`src/hdl/mandelbrot_escape_time_assert.svh`:
```
// Assertion macros shared by the escape-time RTL.
// No dependencies; empty bodies when SYNTHESIS is defined.
`ifndef MANDELBROT_ESCAPE_TIME_ASSERT_SVH
`define MANDELBROT_ESCAPE_TIME_ASSERT_SVH
`ifndef SYNTHESIS
`define MET_ASSERT_IMPLY(lbl, clk_s, rst_s, ante, cons) \
  lbl: assert property (@(posedge clk_s) disable iff (rst_s) (ante) |-> (cons)) \
    else $error("assertion failed: %m");
`define MET_ASSERT_NEXT(lbl, clk_s, rst_s, ante, cons) \
  lbl: assert property (@(posedge clk_s) disable iff (rst_s) (ante) |=> (cons)) \
    else $error("assertion failed: %m");
`else
`define MET_ASSERT_IMPLY(lbl, clk_s, rst_s, ante, cons)
`define MET_ASSERT_NEXT(lbl, clk_s, rst_s, ante, cons)
`endif
`endif

```
`src/hdl/met_pkg.sv`:
```
// Types, constants and helpers for the escape-time unit.
// Used by met_ctrl, met_dp and mandelbrot_escape_time; no dependencies.
package met_pkg;

  localparam int FRAC_BITS_DEF = 28;
  localparam int HW = 32;           // half of a z component, one multiplier operand
  localparam int ZW = 64;           // z and c component width
  localparam int PW = 128;          // exact product width
  localparam int KW = 17;           // step counter, holds limit + 1
  localparam int CMW = 45;          // pixel index times step

  // configuration register indexes
  localparam logic [2:0] IDX_RE_START    = 3'd0;
  localparam logic [2:0] IDX_IM_START    = 3'd1;
  localparam logic [2:0] IDX_RE_STEP     = 3'd2;
  localparam logic [2:0] IDX_IM_STEP     = 3'd3;
  localparam logic [2:0] IDX_MAX_ITER    = 3'd4;
  localparam logic [2:0] IDX_WINDOW_LEFT = 3'd5;
  localparam logic [2:0] IDX_WINDOW_TOP  = 3'd6;

  typedef struct packed {
    logic [11:0] column;
    logic [11:0] row;
  } pixel_t;

  typedef struct packed {
    logic [12:0] screen_x;
    logic [12:0] screen_y;
    logic [15:0] escape_count;
  } result_t;

  typedef struct packed {
    logic signed [31:0] re_start;
    logic signed [31:0] im_start;
    logic signed [31:0] re_step;
    logic signed [31:0] im_step;
    logic [15:0]        max_iterations;
    logic [11:0]        window_left;
    logic [11:0]        window_top;
  } cfg_t;

  localparam cfg_t CFG_RESET = '{
    re_start:       -32'sd671088640,
    im_start:       -32'sd402653184,
    re_step:        32'sd3355443,
    im_step:        32'sd3355443,
    max_iterations: 16'd255,
    window_left:    12'd0,
    window_top:     12'd0
  };

  // controller to datapath: one strobe per phase
  typedef struct packed {
    logic capture;   // latch the pixel word
    logic cmul;      // index times step
    logic cinit;     // c = start + product, z = c, count = 1
    logic sq;        // partial products of z
    logic full;      // combine partials
    logic sum;       // |z|^2, difference of squares, signed cross term
    logic step;      // escape test, next z
  } cmd_t;

  typedef struct packed {
    logic finish;    // escaped or over the limit
  } status_t;

  function automatic logic [ZW-1:0] mag(input logic [ZW-1:0] x);
    mag = x[ZW-1] ? (~x + {{(ZW-1){1'b0}}, 1'b1}) : x;
  endfunction

endpackage

```
`src/hdl/met_ctrl.sv`:
```
// Sequencer for the escape-time unit: one-hot state machine.
// Depends on met_pkg (cmd_t, status_t).
module met_ctrl (
  input  logic             clk,
  input  logic             rst,
  input  logic             start,
  input  met_pkg::status_t status,
  output met_pkg::cmd_t    cmd,
  output logic             busy
);

  typedef enum logic [6:0] {
    ST_IDLE  = 7'b0000001,
    ST_CMUL  = 7'b0000010,
    ST_CINIT = 7'b0000100,
    ST_SQ    = 7'b0001000,
    ST_FULL  = 7'b0010000,
    ST_SUM   = 7'b0100000,
    ST_STEP  = 7'b1000000
  } state_t;

  state_t state, state_next;

  always_ff @(posedge clk) begin
    if (rst) begin
      state <= ST_IDLE;
    end else begin
      state <= state_next;
    end
  end

  always_comb begin
    state_next = state;
    unique case (state)
      ST_IDLE:  if (start) state_next = ST_CMUL;
      ST_CMUL:  state_next = ST_CINIT;
      ST_CINIT: state_next = ST_SQ;
      ST_SQ:    state_next = ST_FULL;
      ST_FULL:  state_next = ST_SUM;
      ST_SUM:   state_next = ST_STEP;
      ST_STEP:  state_next = status.finish ? ST_IDLE : ST_SQ;
      default:  state_next = ST_IDLE;
    endcase
  end

  assign busy        = (state != ST_IDLE);
  assign cmd.capture = (state == ST_IDLE) && start;
  assign cmd.cmul    = (state == ST_CMUL);
  assign cmd.cinit   = (state == ST_CINIT);
  assign cmd.sq      = (state == ST_SQ);
  assign cmd.full    = (state == ST_FULL);
  assign cmd.sum     = (state == ST_SUM);
  assign cmd.step    = (state == ST_STEP);

endmodule

```
`config.mk`:
```
export PLATFORM = sky130hd
export DESIGN_NAME = met_ctrl
export DESIGN_NICKNAME = d
export VERILOG_FILES = /design/src/hdl/mandelbrot_escape_time_assert.svh /design/src/hdl/met_pkg.sv /design/src/hdl/met_ctrl.sv
export SDC_FILE = /design/constraint.sdc
export NUM_CORES = 1
export LEC_CHECK = 0
export ABC_AREA = 1
export BUFFER_PORTS_ARGS = -buffer_cell sky130_fd_sc_hd__buf_2
export CELL_PAD_IN_SITES_DETAIL_PLACEMENT = 1
export CELL_PAD_IN_SITES_GLOBAL_PLACEMENT = 1
export CORE_AREA = 2 2 39 41
export CTS_BUF_LIST = sky130_fd_sc_hd__clkbuf_4
export CTS_CLUSTER_SIZE = 20
export DETAILED_ROUTE_END_ITERATION = 7
export DIE_AREA = 0 0 41 43
export GPL_TIMING_DRIVEN = 0
export PLACE_DENSITY = 0.76
export SLEW_MARGIN = 20
export SYNTH_ARGS = -nofsm -noshare
export SYNTH_HDL_FRONTEND = slang
export SYNTH_SLANG_ARGS = --single-unit
```
`constraint.sdc`:
```
create_clock -name clk -period 1.9 [get_ports clk]
set_clock_uncertainty 0.2 [all_clocks]
set_input_delay 0.38 -clock clk [delete_from_list [all_inputs] [get_ports clk]]
set_output_delay 0.38 -clock clk [all_outputs]
set_load 0.005 [all_outputs]
```
# Word-level counts from Yosys, hierarchy flattened
# Index checks and enable logic that the tools add are counted.
# Widths: inputs -> output; s select.
[totals]
in_bits = 4
reg_bits = 7
out_inout_bits = 8
[op_classes]
muxes = 3
n_reduce_logical = 1
eq_ne = 9
[ops]
columns = ["operator", "n"]
rows = [
  ["$pmux 7 s7", 1],
  ["$eq 7x1->1 const B", 1],
  ["$eq 7x2->1 const B", 1],
  ["$eq 7x3->1 const B", 1],
  ["$eq 7x4->1 const B", 1],
  ["$eq 7x5->1 const B", 1],
  ["$eq 7x6->1 const B", 1],
  ["$eq 7x7->1 const B", 1],
  ["$mux 7", 1],
  ["$ne 7x1->1 const B", 1],
  ["$mux 4", 1],
  ["$ne 2x2->1 const B", 1],
  ["$logic_and 1x1->1", 1],
]

# Depth between registers and ports, before layout
[depth]
ltp_word = 2
ltp_mapped = 8

# Worst setup path after synthesis
# OpenSTA, ideal clock, no wires.
[synth_timing]
path_kind = "register to output"
start = "register state[2]"
end = "output cmd[6] in the netlist's numbering"
t_arrival_ns = 0.828
path_stages_with_launch = 6
n_path_buf = 0
t_required_ns = 1.320
slack_ns = 0.492
cell_sequence = "dfxtp_1 nor2_2 nand3_1 nor2_2 inv_1 nor2_1"
[synth_lines]
columns = ["item", "line_no", "rtl"]
rows = [
  ["from (decl)", "met_ctrl.sv:22", "state_t state, state_next;"],
  ["from (signal assigned)", "met_ctrl.sv:28", "state <= state_next;"],
  ["to (decl)", "met_ctrl.sv:8", "output met_pkg::cmd_t cmd,"],
]

==> flow_metrics.tcl <==
set metrics [dict create \
    status "finished clean" \
    tns_ps 0 \
    cpMaxStageDelayCell "dfxtp_1" \
    cts_buffers 3 \
    crit_buf_inv 2 \
    areaGrowthSynthToFinish_pct 32.0 \
    finalPower_mw 0.367 \
    hold_ws_ps 182 \
    grt_max_degree 7 \
    wire_per_inst_microns 9.72 \
    report.final.slew_viol_count 0 \
    finalNetCount 90 \
    ios 12 \
    initial_core_util_pct 29.4 \
    cts_tree "built" \
    clock_sinks 7 \
    cp-start-kind "flip-flop" \
    worstPathCellList "nor2_2 > nand3_2 > nor2_4 > inv_1 > nor2_1 > buf_2" \
    layoutNonFillerInstCount 101 \
    io_buffers 11 \
    clkTransAtPathRegs_ps 50 \
    critPathMaxFanout 3 \
    worstPathArrival_ps 1220 \
    fin_util_pct 38.8 \
    drtIter0Drc 0 \
    drc_errors 0 \
    worst-setup-path-type "reg -> out" \
    place_area_sq_um 482 \
    cts_hold_buffers 0 \
    dpl.cell_count 95 \
    detailedPlace.worstSlack_ps 312 \
    vias 431 \
    layout_top_registers "state (7)" \
    die_h_microns 43 \
    worstPathRequired_ps 1320 \
    yosys-top-cells-count "nand2_1, inv_1, nor2_1, dfxtp_1, nor2_2" \
    syn_inst 68 \
    power.density_nw_per_um2 684 \
    ys_warn_count 0 \
    wl_microns 982 \
    dr.pass1.iters 1 \
    syn_area_sq_um 407 \
    gp_congestion 0.780 \
    slowest_delay_ps 320 \
    period_share_pct 94.9 \
    die_x_microns 41 \
    synth_most_common_cell "nand2_1" \
    min_path_type "in -> reg" \
    fmax_mhz 555 \
    peakVddDrop_mv 0.332 \
    htree_num_levels 1 \
    grt_pass1_wl_microns 1610 \
    final_cell_area_sq_um 537 \
    slew_headroom_pct 83.8 \
    synth_top_area_share_pct 34.5 \
    cts_root_buf "clkbuf_4" \
    grtUsageTotal_pct 14.0 \
    die_area_sq_um 1760 \
    clk_latency_ps 240 \
    synthFlopType "dfxtp_1" \
    synthesis.nets 72 \
    regMostFlops "state" \
    leakagePower_nw 0.330 \
    hold_viol 0 \
    syn_avg_cell_area_sq_um 5.98 \
    worst_pin_slew_ps 241 \
    synth.largest_area_cell "dfxtp_1" \
    cts_buffer_depth 2 \
    antenna_left 0 \
    yosysUniqueCellTypes 11 \
    grt_overflow_total 0 \
    synth-async-reset-ratio_pct 0 \
    largest_register_ffs 7 \
    cap_viol_max_count 0 \
    place_hpwl_microns 797 \
    vias_per_cell 4.27 \
    antenna_found_initial 0 \
    synth_area_leaders "dfxtp_1, nand2_1, inv_1" \
    placementRows 14 \
    n_antenna_cell 0 \
    rsz0062_at_grt "false" \
    min_period_ps 1800 \
    end_kind "output port" \
    fin_ws_ps 96.6 \
    synth_edf_count 0 \
    cp_top_family "simple AND/OR/NAND/NOR gates" \
    grt_pass1_vias 402 \
    yosysSeqAreaShare_pct 34.5 \
    fillCellCount 201 \
    coreArea_sq_um 1380 \
    setup_viol_count_final 0 \
    ys_ff_latch 7 \
    drive_gt1_share_pct 31.8 \
]
==> worst paths after layout <==
kind / start / endpoint / slack [ps] / cells past startpoint
hold / removal: status / state[0]$_SDFFE_PP1P_ / 180 / 3
setup reg to reg: state[3]$_SDFFE_PP0P_ / state[0]$_SDFFE_PP1P_ / 570 / 9
hold reg to reg: state[5]$_SDFFE_PP0P_ / state[6]$_SDFFE_PP0P_ / 390 / 2
setup / recovery: state[3]$_SDFFE_PP0P_ / cmd[6] / 100 / 6
==> cell families (layout without fill, tap and decap cells) <==
group                  Yosys count  in the layout  synth area share [%]
DFF                              7              7                  34.5
AOI/OAI and AO/OA                2              2                  2.46
buffers and inverters           17             34                  15.7
and+or+nand+nor                 42             42                  47.4
==> per-layer routing <==
metal / track usage, % / vias to the layer above / share of wire (%)
met5: 0 / - / 0
met4: 14.0 / 0 / 2.7
met3: 0 / 2 / 2.1
met2: 20.0 / 7 / 53
met1: 17.4 / 193 / 42
li1: - / 229 / -
==> layout make-up <==
| type | count | area, sq um | area share [%] |
|---|---|---|---|
| Multi-Input combinational cell | 44 | 213 | 39.6 |
| Sequential cell | 7 | 140 | 26.1 |
| Timing Repair Buffer | 13 | 70.1 | 13.1 |
| Inverter | 17 | 63.8 | 11.9 |
| Clock buffer | 4 | 30.0 | 5.59 |
| Tap cell | 16 | 20.0 | 3.73 |
==> what timing repair did <==
item	4_1_cts	5_1_grt
setup buffers	0	2
gates resized for setup	0	2
setup endpoints to repair	0	2
==> power by group <==
| group | internal (mW) | total [mW] | switching, mW |
|---|---|---|---|
| combinational | 0.0282 | 0.0661 | 0.0379 |
| clock | 0.0941 | 0.145 | 0.0506 |
| sequential | 0.152 | 0.156 | 0.00417 |
==> layout by cell type, fill, tap and decap left out <==
cell type,n
a21oi_1,2
buf_2,11
buf_4,2
clkbuf_4,4
dfxtp_1,7
inv_1,17
nand2_1,18
nand2_2,2
nand3_1,1
nand3_2,2
nor2_1,11
nor2_2,4
nor2_4,1
nor3_1,2
nor3_2,1
==> worst reg2reg max path, delay by kind of cell, from the launching register on <==
| kind | cells | cell delay (ps) |
|---|---|---|
| buffers and inverters | 2 | 210 |
| DFF | 1 | 320 |
| and+or+nand+nor | 7 | 490 |
(Power assumes the default switching activity.)
